--- src/rtl/dispenser_supervisory_fsm_assert.svh ---
// Assertion macros for the dispenser supervisory FSM.
`ifndef DISPENSER_SUPERVISORY_FSM_ASSERT_SVH
`define DISPENSER_SUPERVISORY_FSM_ASSERT_SVH
`ifndef SYNTHESIS
// Same-cycle implication, sampled on clk, off during reset.
`define DSF_ASSERT_IMP(lbl, ante, cons) \
    lbl: assert property (@(posedge clk) disable iff (!rst_n) (ante) |-> (cons)) \
        else $error("dsf: same-cycle check failed");
// Next-cycle implication, sampled on clk, off during reset.
`define DSF_ASSERT_NXT(lbl, ante, cons) \
    lbl: assert property (@(posedge clk) disable iff (!rst_n) (ante) |=> (cons)) \
        else $error("dsf: next-cycle check failed");
`else
`define DSF_ASSERT_IMP(lbl, ante, cons)
`define DSF_ASSERT_NXT(lbl, ante, cons)
`endif
`endif

--- src/rtl/dsf_pkg.sv ---
// Types and codes shared by the dispenser supervisory FSM modules.
package dsf_pkg;

    typedef enum logic [4:0] {
        ST_BOOT      = 5'd0,
        ST_SELF_TEST = 5'd1,
        ST_WARMUP    = 5'd2,
        ST_ZERO      = 5'd3,
        ST_READY     = 5'd4,
        ST_STAGE1    = 5'd5,
        ST_STAGE2    = 5'd6,
        ST_STAGE3    = 5'd7,
        ST_STAGE4    = 5'd8,
        ST_SETTLE    = 5'd9,
        ST_VALIDATE  = 5'd10,
        ST_REPORT    = 5'd11,
        ST_CLEANUP   = 5'd12,
        ST_AUTOCHK   = 5'd13,
        ST_MANCAL    = 5'd14,
        ST_SERVICE   = 5'd15,
        ST_FAULT     = 5'd16,
        ST_ESTOP     = 5'd17
    } state_t;

    typedef enum logic [2:0] {
        RS_NORMAL   = 3'd0,
        RS_FAILED   = 3'd1,
        RS_OPERATOR = 3'd2,
        RS_DISPENSE = 3'd3,
        RS_COMPLETE = 3'd4,
        RS_SUPRESET = 3'd5,
        RS_FAULT    = 3'd6,
        RS_ESTOP    = 3'd7
    } reason_t;

    typedef enum logic [1:0] {
        STAT_OK      = 2'd0,
        STAT_INVALID = 2'd1,
        STAT_VERIFY  = 2'd2,
        STAT_FAULT   = 2'd3
    } status_t;

    typedef enum logic [4:0] {
        REQ_BOOT_DONE     = 5'd0,
        REQ_SELFTEST_DONE = 5'd1,
        REQ_WARMUP_DONE   = 5'd2,
        REQ_ZERO_DONE     = 5'd3,
        REQ_DISPENSE      = 5'd4,
        REQ_PLANNER_SYNC  = 5'd5,
        REQ_REPORT_DONE   = 5'd6,
        REQ_CLEANUP_DONE  = 5'd7,
        REQ_AUTOCHK       = 5'd8,
        REQ_AUTOCHK_DONE  = 5'd9,
        REQ_CAL           = 5'd10,
        REQ_CAL_DONE      = 5'd11,
        REQ_SERVICE       = 5'd12,
        REQ_SERVICE_EXIT  = 5'd13,
        REQ_FAULT         = 5'd14,
        REQ_ESTOP         = 5'd15,
        REQ_RESET         = 5'd16
    } req_t;

    typedef enum logic [3:0] {
        PL_IDLE      = 4'd0,
        PL_VERIFY    = 4'd1,
        PL_STAGE1    = 4'd2,
        PL_STAGE2    = 4'd3,
        PL_STAGE3    = 4'd4,
        PL_STAGE4    = 4'd5,
        PL_SETTLE    = 4'd6,
        PL_VALIDATE  = 4'd7,
        PL_COMPLETE  = 4'd8,
        PL_UNDERFILL = 4'd9,
        PL_OVERFILL  = 4'd10,
        PL_FAULT     = 4'd11,
        PL_ESTOP     = 4'd12
    } plan_t;

    localparam logic [2:0] STAGE_NONE = 3'd7;

    // One input event as it sits in the input register
    typedef struct packed {
        logic [4:0] req_type;
        logic       pass_flag;
        logic       faults_clear;
        logic [3:0] planner_state;
    } ev_t;

    // One result as it sits in the output register
    typedef struct packed {
        status_t     status;
        state_t      sys_state;
        state_t      prev_state;
        reason_t     last_reason;
        logic [63:0] transition_count;
        logic        session_active;
        logic        did_transition;
    } res_t;

endpackage

--- src/rtl/dsf_in_reg.sv ---
// Input register stage: holds one accepted event until the core takes it.
module dsf_in_reg
    import dsf_pkg::*;
(
    input  logic clk,
    input  logic rst_n,
    input  logic in_valid,
    output logic in_ready,
    input  ev_t  ev_in,
    input  logic take,
    output logic ev_vld,
    output ev_t  ev
);

    logic vld_reg;
    logic vld_next;
    ev_t  ev_reg;

    // Accept while empty or while the held event leaves this cycle
    assign in_ready = !vld_reg || take;
    assign ev_vld   = vld_reg;
    assign ev       = ev_reg;

    always_comb
    begin
        vld_next = vld_reg;
        if (in_valid && in_ready)
        begin
            vld_next = 1'b1;
        end
        else if (take)
        begin
            vld_next = 1'b0;
        end
    end

    // Hold valid flag
    always_ff @(posedge clk or negedge rst_n)
    begin
        if (!rst_n)
        begin
            vld_reg <= 1'b0;
        end
        else
        begin
            vld_reg <= vld_next;
        end
    end

    // Capture payload on transfer
    always_ff @(posedge clk)
    begin
        if (in_valid && in_ready)
        begin
            ev_reg <= ev_in;
        end
    end

endmodule

--- src/rtl/dsf_core.sv ---
// Supervisory state registers and the per-event transition logic.
module dsf_core
    import dsf_pkg::*;
(
    input  logic clk,
    input  logic rst_n,
    input  logic step,
    input  ev_t  ev,
    output res_t res
);

    state_t      cur_state_reg, cur_state_next;
    logic        session_reg, session_next;
    logic [2:0]  stage_reg, stage_next;
    logic [63:0] count_reg, count_next;
    state_t      rec_prev_reg, rec_prev_next;
    reason_t     rec_reason_reg, rec_reason_next;

    logic        go;
    state_t      go_state;
    reason_t     go_reason;
    status_t     st;
    state_t      tgt;
    logic [2:0]  pstage;
    logic        is_stage;
    logic        allowed;

    // Decode the event against the current state
    always_comb
    begin
        go           = 1'b0;
        go_state     = cur_state_reg;
        go_reason    = RS_NORMAL;
        st           = STAT_INVALID;
        session_next = session_reg;
        stage_next   = stage_reg;
        tgt          = ST_ZERO;
        pstage       = STAGE_NONE;
        is_stage     = 1'b0;
        allowed      = 1'b0;

        unique case (ev.req_type)
            REQ_BOOT_DONE:
            begin
                if (cur_state_reg == ST_BOOT)
                begin
                    go = 1'b1; go_state = ST_SELF_TEST; go_reason = RS_NORMAL; st = STAT_OK;
                end
            end
            REQ_SELFTEST_DONE:
            begin
                if (cur_state_reg == ST_SELF_TEST)
                begin
                    go = 1'b1;
                    if (ev.pass_flag)
                    begin
                        go_state = ST_WARMUP; go_reason = RS_NORMAL; st = STAT_OK;
                    end
                    else
                    begin
                        go_state = ST_FAULT; go_reason = RS_FAILED; st = STAT_VERIFY;
                    end
                end
            end
            REQ_WARMUP_DONE:
            begin
                if (cur_state_reg == ST_WARMUP)
                begin
                    go = 1'b1; go_state = ST_ZERO; go_reason = RS_NORMAL; st = STAT_OK;
                end
            end
            REQ_ZERO_DONE:
            begin
                if (!session_reg && cur_state_reg == ST_ZERO)
                begin
                    go = 1'b1;
                    if (ev.pass_flag)
                    begin
                        go_state = ST_READY; go_reason = RS_NORMAL; st = STAT_OK;
                    end
                    else
                    begin
                        go_state = ST_FAULT; go_reason = RS_FAILED; st = STAT_VERIFY;
                    end
                end
            end
            REQ_DISPENSE:
            begin
                if (cur_state_reg == ST_READY)
                begin
                    go = 1'b1; go_state = ST_ZERO; go_reason = RS_OPERATOR; st = STAT_OK;
                    session_next = 1'b1;
                    stage_next   = STAGE_NONE;
                end
            end
            REQ_PLANNER_SYNC:
            begin
                if (ev.planner_state == PL_ESTOP)
                begin
                    // Planner e-stop acts as the e-stop event but reports STAT_FAULT
                    session_next = 1'b0;
                    stage_next   = STAGE_NONE;
                    st           = STAT_FAULT;
                    if (cur_state_reg != ST_ESTOP)
                    begin
                        go = 1'b1; go_state = ST_ESTOP; go_reason = RS_ESTOP;
                    end
                end
                else if (cur_state_reg == ST_ESTOP || cur_state_reg == ST_FAULT)
                begin
                    st = STAT_FAULT;
                end
                else if (!session_reg || cur_state_reg < ST_ZERO ||
                         cur_state_reg == ST_READY || cur_state_reg > ST_REPORT)
                begin
                    st = STAT_INVALID;
                end
                else if (ev.planner_state == PL_UNDERFILL ||
                         ev.planner_state == PL_OVERFILL ||
                         ev.planner_state == PL_FAULT)
                begin
                    session_next = 1'b0;
                    go = 1'b1; go_state = ST_FAULT; go_reason = RS_FAILED;
                    st = STAT_FAULT;
                end
                else if (ev.planner_state > PL_ESTOP)
                begin
                    st = STAT_INVALID;
                end
                else
                begin
                    // Map the report to a target state
                    if (ev.planner_state <= PL_VERIFY)
                    begin
                        tgt = ST_ZERO;
                    end
                    else if (ev.planner_state <= PL_STAGE4)
                    begin
                        is_stage = 1'b1;
                        pstage   = 3'(ev.planner_state - PL_STAGE1);
                        tgt      = state_t'(5'(ST_STAGE1) + {2'b00, pstage});
                    end
                    else if (ev.planner_state == PL_SETTLE)
                    begin
                        tgt = ST_SETTLE;
                    end
                    else if (ev.planner_state == PL_VALIDATE)
                    begin
                        tgt = ST_VALIDATE;
                    end
                    else
                    begin
                        tgt = ST_REPORT;
                    end

                    // Stages only move forward
                    if (tgt == ST_ZERO)
                    begin
                        allowed = 1'b0;
                    end
                    else if (is_stage)
                    begin
                        allowed = (cur_state_reg == ST_ZERO || cur_state_reg == ST_SETTLE) &&
                                  (stage_reg == STAGE_NONE || pstage > stage_reg);
                    end
                    else if (tgt == ST_SETTLE)
                    begin
                        allowed = cur_state_reg >= ST_STAGE1 && cur_state_reg <= ST_STAGE4;
                    end
                    else if (tgt == ST_VALIDATE)
                    begin
                        allowed = cur_state_reg == ST_SETTLE;
                    end
                    else
                    begin
                        allowed = cur_state_reg == ST_VALIDATE;
                    end

                    if (tgt == cur_state_reg)
                    begin
                        st = STAT_OK;
                    end
                    else if (allowed)
                    begin
                        if (is_stage)
                        begin
                            stage_next = pstage;
                        end
                        go = 1'b1; go_state = tgt; go_reason = RS_DISPENSE; st = STAT_OK;
                    end
                end
            end
            REQ_REPORT_DONE:
            begin
                if (cur_state_reg == ST_REPORT)
                begin
                    go = 1'b1; go_state = ST_CLEANUP; go_reason = RS_COMPLETE; st = STAT_OK;
                    session_next = 1'b0;
                    stage_next   = STAGE_NONE;
                end
            end
            REQ_CLEANUP_DONE:
            begin
                if (cur_state_reg == ST_CLEANUP)
                begin
                    go = 1'b1; go_state = ST_READY; go_reason = RS_COMPLETE; st = STAT_OK;
                end
            end
            REQ_AUTOCHK:
            begin
                if (cur_state_reg == ST_READY)
                begin
                    go = 1'b1; go_state = ST_AUTOCHK; go_reason = RS_OPERATOR; st = STAT_OK;
                end
            end
            REQ_AUTOCHK_DONE, REQ_CAL_DONE:
            begin
                if ((ev.req_type == REQ_AUTOCHK_DONE && cur_state_reg == ST_AUTOCHK) ||
                    (ev.req_type == REQ_CAL_DONE && cur_state_reg == ST_MANCAL))
                begin
                    go = 1'b1;
                    if (ev.pass_flag)
                    begin
                        go_state = ST_READY; go_reason = RS_COMPLETE; st = STAT_OK;
                    end
                    else
                    begin
                        go_state = ST_FAULT; go_reason = RS_FAILED; st = STAT_VERIFY;
                    end
                end
            end
            REQ_CAL:
            begin
                if (cur_state_reg == ST_READY)
                begin
                    go = 1'b1; go_state = ST_MANCAL; go_reason = RS_OPERATOR; st = STAT_OK;
                end
            end
            REQ_SERVICE:
            begin
                if (cur_state_reg == ST_READY)
                begin
                    go = 1'b1; go_state = ST_SERVICE; go_reason = RS_OPERATOR; st = STAT_OK;
                end
            end
            REQ_SERVICE_EXIT:
            begin
                if (cur_state_reg == ST_SERVICE)
                begin
                    go = 1'b1; go_state = ST_SELF_TEST; go_reason = RS_SUPRESET;
                    st = STAT_OK;
                end
            end
            REQ_FAULT:
            begin
                session_next = 1'b0;
                stage_next   = STAGE_NONE;
                st           = STAT_OK;
                if (cur_state_reg != ST_ESTOP && cur_state_reg != ST_FAULT)
                begin
                    go = 1'b1; go_state = ST_FAULT; go_reason = RS_FAULT;
                end
            end
            REQ_ESTOP:
            begin
                session_next = 1'b0;
                stage_next   = STAGE_NONE;
                st           = STAT_OK;
                if (cur_state_reg != ST_ESTOP)
                begin
                    go = 1'b1; go_state = ST_ESTOP; go_reason = RS_ESTOP;
                end
            end
            REQ_RESET:
            begin
                if (cur_state_reg != ST_FAULT && cur_state_reg != ST_ESTOP)
                begin
                    st = STAT_INVALID;
                end
                else if (!ev.pass_flag || !ev.faults_clear)
                begin
                    st = STAT_FAULT;
                end
                else
                begin
                    session_next = 1'b0;
                    stage_next   = STAGE_NONE;
                    go = 1'b1; go_state = ST_SELF_TEST; go_reason = RS_SUPRESET;
                    st = STAT_OK;
                end
            end
            default:
            begin
                st = STAT_INVALID;
            end
        endcase
    end

    // Apply the transition record and saturating count
    always_comb
    begin
        cur_state_next  = cur_state_reg;
        rec_prev_next   = rec_prev_reg;
        rec_reason_next = rec_reason_reg;
        count_next      = count_reg;
        if (go)
        begin
            cur_state_next  = go_state;
            rec_prev_next   = cur_state_reg;
            rec_reason_next = go_reason;
            if (count_reg != '1)
            begin
                count_next = count_reg + 64'd1;
            end
        end
    end

    // Result for this event
    assign res.status           = st;
    assign res.sys_state        = cur_state_next;
    assign res.prev_state       = rec_prev_next;
    assign res.last_reason      = rec_reason_next;
    assign res.transition_count = count_next;
    assign res.session_active   = session_next;
    assign res.did_transition   = go;

    // Advance state on each processed event
    always_ff @(posedge clk or negedge rst_n)
    begin
        if (!rst_n)
        begin
            cur_state_reg  <= ST_BOOT;
            session_reg    <= 1'b0;
            stage_reg      <= STAGE_NONE;
            count_reg      <= 64'd0;
            rec_prev_reg   <= ST_BOOT;
            rec_reason_reg <= RS_NORMAL;
        end
        else if (step)
        begin
            cur_state_reg  <= cur_state_next;
            session_reg    <= session_next;
            stage_reg      <= stage_next;
            count_reg      <= count_next;
            rec_prev_reg   <= rec_prev_next;
            rec_reason_reg <= rec_reason_next;
        end
    end

endmodule

--- src/rtl/dsf_out_reg.sv ---
// Output register stage: holds one result until the receiver takes it.
module dsf_out_reg
    import dsf_pkg::*;
(
    input  logic clk,
    input  logic rst_n,
    input  logic load,
    input  res_t res_in,
    output logic can_load,
    output logic out_valid,
    input  logic out_ready,
    output res_t res
);

    logic vld_reg;
    logic vld_next;
    res_t res_reg;

    // Free when empty or when the held result transfers now
    assign can_load  = !vld_reg || out_ready;
    assign out_valid = vld_reg;
    assign res       = res_reg;

    always_comb
    begin
        vld_next = vld_reg;
        if (load)
        begin
            vld_next = 1'b1;
        end
        else if (out_ready)
        begin
            vld_next = 1'b0;
        end
    end

    // Hold valid flag
    always_ff @(posedge clk or negedge rst_n)
    begin
        if (!rst_n)
        begin
            vld_reg <= 1'b0;
        end
        else
        begin
            vld_reg <= vld_next;
        end
    end

    // Capture result
    always_ff @(posedge clk)
    begin
        if (load)
        begin
            res_reg <= res_in;
        end
    end

endmodule

--- src/rtl/dispenser_supervisory_fsm.sv ---
// Top level of the dispenser supervisory FSM.
//
// Usage:
//   Input channel (in_valid/in_ready) carries one event: req_type, pass_flag,
//   faults_clear, planner_state. Output channel (out_valid/out_ready) carries
//   one result per event: status, sys_state, prev_state, last_reason,
//   transition_count, session_active, did_transition.
//   An event is captured in the input register on transfer, evaluated against
//   the state registers once the output register has room, and its result is
//   registered in the output register, which raises out_valid. Throughput is
//   one event per cycle while out_ready stays high; the state update is a
//   single registered pass over the event decode and the 64-bit count adder.
//   At reset the machine is in BOOT, no session, no stage, count zero, and
//   both stages are empty. When the receiver stalls, the output register
//   holds its result, the input register holds one more event, and in_ready
//   drops once both are full; in_ready follows out_ready in the same cycle.
`include "dispenser_supervisory_fsm_assert.svh"
module dispenser_supervisory_fsm
    import dsf_pkg::*;
(
    input  logic        clk,
    input  logic        rst_n,
    input  logic        in_valid,
    output logic        in_ready,
    input  logic [4:0]  req_type,
    input  logic        pass_flag,
    input  logic        faults_clear,
    input  logic [3:0]  planner_state,
    output logic        out_valid,
    input  logic        out_ready,
    output logic [1:0]  status,
    output logic [4:0]  sys_state,
    output logic [4:0]  prev_state,
    output logic [2:0]  last_reason,
    output logic [63:0] transition_count,
    output logic        session_active,
    output logic        did_transition
);

    ev_t  ev_in;
    ev_t  ev;
    logic ev_vld;
    logic can_load;
    logic step;
    res_t res_core;
    res_t res;

    assign ev_in.req_type      = req_type;
    assign ev_in.pass_flag     = pass_flag;
    assign ev_in.faults_clear  = faults_clear;
    assign ev_in.planner_state = planner_state;

    // Evaluate the held event when the output register has room
    assign step = ev_vld && can_load;

    dsf_in_reg u_in
    (
        .clk      (clk),
        .rst_n    (rst_n),
        .in_valid (in_valid),
        .in_ready (in_ready),
        .ev_in    (ev_in),
        .take     (step),
        .ev_vld   (ev_vld),
        .ev       (ev)
    );

    dsf_core u_core
    (
        .clk   (clk),
        .rst_n (rst_n),
        .step  (step),
        .ev    (ev),
        .res   (res_core)
    );

    dsf_out_reg u_out
    (
        .clk       (clk),
        .rst_n     (rst_n),
        .load      (step),
        .res_in    (res_core),
        .can_load  (can_load),
        .out_valid (out_valid),
        .out_ready (out_ready),
        .res       (res)
    );

    assign status           = res.status;
    assign sys_state        = res.sys_state;
    assign prev_state       = res.prev_state;
    assign last_reason      = res.last_reason;
    assign transition_count = res.transition_count;
    assign session_active   = res.session_active;
    assign did_transition   = res.did_transition;

    // A transition always leaves the state it came from
    `DSF_ASSERT_IMP(a_trans_moves, out_valid && did_transition, prev_state != sys_state)
    // A counted transition never leaves the count at zero
    `DSF_ASSERT_IMP(a_trans_counted, out_valid && did_transition, transition_count != 64'd0)
    // No session survives in FAULT or ESTOP
    `DSF_ASSERT_IMP(a_no_session_fault,
        out_valid && (sys_state == ST_FAULT || sys_state == ST_ESTOP), !session_active)
    // An evaluated event shows up at the output on the next cycle
    `DSF_ASSERT_NXT(a_step_lands, step, out_valid)

endmodule

--- config.mk ---
export PLATFORM = sky130hd
export DESIGN_NAME = dispenser_supervisory_fsm
export DESIGN_NICKNAME = d
export VERILOG_FILES = /design/src/rtl/dsf_pkg.sv /design/src/rtl/dsf_in_reg.sv /design/src/rtl/dsf_core.sv /design/src/rtl/dsf_out_reg.sv /design/src/rtl/dispenser_supervisory_fsm.sv
export VERILOG_INCLUDE_DIRS = /design/src /design/src/rtl
export SDC_FILE = /design/constraint.sdc
export NUM_CORES = 1
export LEC_CHECK = 0
export CORE_ASPECT_RATIO = 1.2
export CORE_MARGIN = 2
export CORE_UTILIZATION = 30
export CTS_CLUSTER_DIAMETER = 100
export DETAILED_ROUTE_END_ITERATION = 8
export DONT_BUFFER_PORTS = 1
export PLACE_DENSITY = 0.48
export SYNTH_ARGS = -nofsm -noshare
export SYNTH_HDL_FRONTEND = slang
export SYNTH_SLANG_ARGS = --single-unit
--- constraint.sdc ---
create_clock -name clk -period 4.7 [get_ports clk]
set_clock_uncertainty 0.2 [all_clocks]
set_input_delay 0.94 -clock clk [delete_from_list [all_inputs] [get_ports clk]]
set_output_delay 0.94 -clock clk [all_outputs]
set_load 0.01 [all_outputs]
=== Word-level counts from Yosys, hierarchy flattened ===
Cells that the tools add are included.

* Word-level logic and storage cells: 273
* Memories kept: 0
* Bits in read-only memories: 0
* Register bits after elaboration: 175
* Output and inout port bits: 83
* Bits in writable memories: 0
* Latch bits: 0

* Bitwise logic cells: 0
* Muxes and demuxes: 155
* Equality and inequality tests: 54
* Multipliers: 0
* Reductions and logical operators: 34
* Order comparisons: 8
* Div/mod/pow operators: 0
* Add/subtract/negate cells: 3
* Shifts and indexed selects: 0

{| class="wikitable"
|+ Operators by type and width
! kind !! count
|-
| two-way mux 5 bit || 36
|-
| two-way mux 64 bit || 2
|-
| two-way mux 3 bit || 38
|-
| == test 5 x 4 -> 1 bit (second input constant) || 17
|-
| case mux 5 bit (16 select lines) || 1
|-
| adder 64 x 1 -> 64 bit (second input constant) || 1
|-
| inequality test 64 bit (second input constant) || 1
|-
| two-way mux 1 bit || 59
|-
| case mux 3 bit (11 select lines) || 1
|-
| two-way mux 2 bit || 14
|-
| == test 5 x 2 -> 1 bit (second input constant) || 5
|-
| == test 5 x 3 -> 1 bit (second input constant) || 5
|-
| case mux 2 bit (12 select lines) || 1
|-
| == test 4 bit (second input constant) || 4
|-
| == test 5 bit (second input constant) || 3
|-
| inequality test 3 x 2 -> 1 bit (second input constant) || 5
|-
| case mux 3 bit (5 select lines) || 1
|-
| case mux 1 bit (13 select lines) || 1
|-
| AND reduction 13 bit || 1
|-
| logical OR 1 bit || 12
|-
| == test 5 x 1 -> 1 bit (second input constant) || 2
|-
| logical NOT 5 bit || 2
|-
| inequality test 5 bit (second input constant) || 2
|-
| == test 4 x 3 -> 1 bit (second input constant) || 2
|-
| other kinds (22) || 38
|}

=== Depth between registers and ports, before layout ===
* Depth after elaboration: 31
* Mapped depth: 18
* Depth with buffers taken out: 15

=== By module ===
From an unflattened synthesis, not the netlist that was laid out.

* Cell total of the unflattened synthesis: 964
* Area, all modules: 9830.7 µm²

{| class="wikitable"
|+ By module, submodules not included
! module !! times used !! cells an instance !! seq. area each (µm²) !! area an instance (µm²)
|-
| dsf_core || 1 || 864 || 2030.7 || 6960.4
|-
| dsf_out_reg || 1 || 84 || 2457.4 || 2479.9
|-
| dsf_in_reg || 1 || 15 || 355.3 || 384.1
|-
| dispenser_supervisory_fsm || 1 || 1 || 0.0 || 6.3
|}

=== Worst setup path before layout ===
Ideal clock, no wire load.

* Path type: input port to flip-flop
* Start point: input out_ready
* End point: register u_core.count_reg[23]
* Arrival time: 4164 ps
* Setup time: 131 ps
* Path buffers: 1
* Setup slack: 205 ps
* Stages on the path: 6
* Cell sequence: nand2b_1 > nand2_1 > inv_1 > clkbuf_1 > nand4_1 > xnor2_1

* Word-level cells in the longest chain between the ends: 2

{| class="wikitable"
|+ Ends and longest elaborated chain
! element !! RTL line !! RTL
|-
| start, declared || dispenser_supervisory_fsm.sv:30 || <nowiki>input logic out_ready,</nowiki>
|-
| logical OR 1 bit || dsf_out_reg.sv:20 || <nowiki>assign can_load = !vld_reg || out_ready;</nowiki>
|-
| logical AND 1 bit || dispenser_supervisory_fsm.sv:54 || <nowiki>assign step = ev_vld && can_load;</nowiki>
|-
| net step || dispenser_supervisory_fsm.sv:44 || <nowiki>logic step;</nowiki>
|-
| end signal, assigned || dsf_core.sv:344 || <nowiki>count_reg <= count_next;</nowiki>
|-
| end, declared || dsf_core.sv:15 || <nowiki>logic [63:0] count_reg, count_next;</nowiki>
|}

The timed path passes the listed nets, and every way through them passes these cells.
A chain may end at the register's enable or synchronous reset.

==> run summary <==
gr ovfl total: 0
Max FO, Critical Path: 27
total power per unit cell area: 326.3 nW/µm²
DP Wirelength: 18.61 mm
synth top area cells: edfxtp_1, dfrtp_1, xnor2_1
wire per inst: 19.00 µm
max cap viols: 0
total power: 3.554 mW
PortBufs: 0
Final setup viols: 0
DP Area: 10300 µm²
initial core utilization: 30.36%
worst relative slew slack: 39.96%
status: completed
GP Congestion: 0.8923
period utilization: 92.48%
Post-synth top cells: nand2_1, edfxtp_1, xnor2_1
vias: 6993
delay of the slowest critical-path stage: 0.50 ns
Synth top area share: 28.38%
initial antenna violation count: 0
Finished Cell Area: 10890 µm²
Worst Tran Pin Value: 0.8924 ns
Post-Syn Area: 9736 µm²
Layout area overhead: 11.89%
Worst Setup Start Kind: register
ANT cells: 0
final hold violations: 0
Post-Route WL: 25.94 mm
worst slack, placed: 0.2390 ns
Synth Register Bits: 175
gr usage total: 15.40%
clock buffer depth: 2
Core ar.: 32070 µm²
global-route wire length before repair: 40.36 mm
share of flip-flops with an asynchronous set or reset: 47.43%
r2r setup slk: 0.35 ns
DR vias/cell: 5.123
worst r2r src: u_in.ev[0]
RSZ-0062 raised after global routing: false
Die ar.: 33920 µm²
Buf/Inv on CP: 3
Die Y-Extent: 201.3 µm
row count: 72
WP data arrival: 4.31 ns
die width: 168.5 µm
sequential fraction of the synthesis area: 49.75%
highest clock rate: 230.1 MHz
RR Endpoint: u_out.res[43]
largest net degree at the start of global routing: 81
footprint of the multi-input gates: 4549 µm²
Storage cell area: 4843 µm²
post-synth cell types: 80
synthesized area per cell: 10.29 µm²
top-count cell post-synth: nand2_1
Setup TNS: 0 ns
CTS clock-pin slew for the worst setup and hold paths: 0.07 ns
Post-synth EDFFs: 92
final worst setup slack: 0.3535 ns
vias in the first global route: 6979
NumNets Final: 970
Sink Count: 175
DRT iter0 DRCs: 381
clock latency on the worst-skew pair: 0.42 ns
Final Critical Period: 4.347 ns
Synth Flop Type: edfxtp_1
Syn Nets: 970
Req. time, crit path: 4.67 ns
Slowest-stage cell, CP: o311ai_1
H-tree depth: 4
DRC viols: 0
Setup Fix Bufs, Post-CTS: 0
synth warn: 0
max-slew violation count: 0
Synth Instances: 946
Routed Antenna Nets: 0
Fillers: 3282
CTS tree: built
clock buffer count from CTS: 17
Top Ports: 98
HP Class: in2async
share of post-route cells with drive strength above 1: 12.32%
crit-path cells: inv_1 > ha_1 > buf_4 > or2_1 > a21o_1 > nand2_1 > ha_1 > nor2b_1 > o21ai_0 > a32oi_1 > o311ai_1 > a211oi_4 > a211oi_4 > or3_1 > buf_12 > nor2_1 > xor2_1
cell family with most CP delay: compound AO/OA/AOI/OAI gates
Setup Crit Path Kind: reg2reg
Worst Setup End Kind: register
R2R cell count: 17
leading area contributor after synthesis: edfxtp_1
CTS root buf: clkbuf_16
Static Leak: 4.146 nW
Largest register FFs: 81
maximum vdd drop: 0.1509 mV
First-pass DRT Iterations: 5
## per-layer routing
layer	global-route usage [%]	share of wire, %	up-vias
li1	-	-	3387
met1	19.05	44	3421
met2	27.04	51	160
met3	2.813	2.9	25
met4	4.988	1.9	0
met5	0	0	-
## cells in the final DEF (no fill, tap or decap), types with 12 or more instances in the layout
cell type,n
and3_1,18
nor2b_1,12
a21oi_1,17
clkbuf_16,17
nand2b_1,25
buf_4,34
nor3_1,31
xor2_1,44
xnor2_1,89
dfrtp_1,80
o21ai_0,16
nand2_1,114
edfxtp_1,92
nand3_1,56
nor2_1,61
inv_1,22
nor3_2,15
nand4_1,31
mux2_2,13
## where the power goes
part	internal [mW]	switching, mW
logic	0.135	0.238
clock network	0.742	0.609
registers	1.73	0.103
## what timing repair did
action	in CTS	in global routing
hold buffers	1	0
endpoints found under the setup margin	0	19
hold endpoints to repair	80	0
resized for setup	0	2
## stage by stage
| step | util (%) | instances | hold slack, ns |
|---|---|---|---|
| floorplan | - | 946 | 0.2420 |
| global placement | 32.10 | 1333 | 0.2567 |
| detailed placement | 32.10 | 1333 | 0.2628 |
| CTS | 33.92 | 1365 | 0.1236 |
| global route | 33.97 | 1365 | 0.1205 |
| finish | 33.97 | 1365 | 0.1614 |
## cells by family after synthesis
group	synth area share (%)
compound gates	8.213
xor+xnor	11.97
fa+ha+maj	1.272
buf+inv	3.894
flops	49.75
mux	1.915
simple gates	22.99
## area by class of cell
type	count	share of cell area, %
Clock inverter	13	1.068
Multi-Input combinational cell	690	41.76
Timing Repair Buffer	38	3.147
Tap cell	407	4.675
Sequential cell	175	44.46
Inverter	24	0.8500
Clock buffer	18	4.032
## how the worst max path moves through the flow
stage                     cells past startpoint                      end  slack [ns]        from
after detailed placement                     15  u_core.cur_state_reg[3]        0.24  u_in.ev[0]
after global placement                       15  u_core.cur_state_reg[3]        0.29  u_in.ev[0]
after CTS                                    15  u_core.cur_state_reg[3]        0.21  u_in.ev[0]
after floorplan                               6     u_core.count_reg[23]        0.20   out_ready
after global routing                         17            u_out.res[43]        0.02  u_in.ev[0]
final                                        17            u_out.res[43]        0.35  u_in.ev[0]
Power figures use the tool's default switching activity.
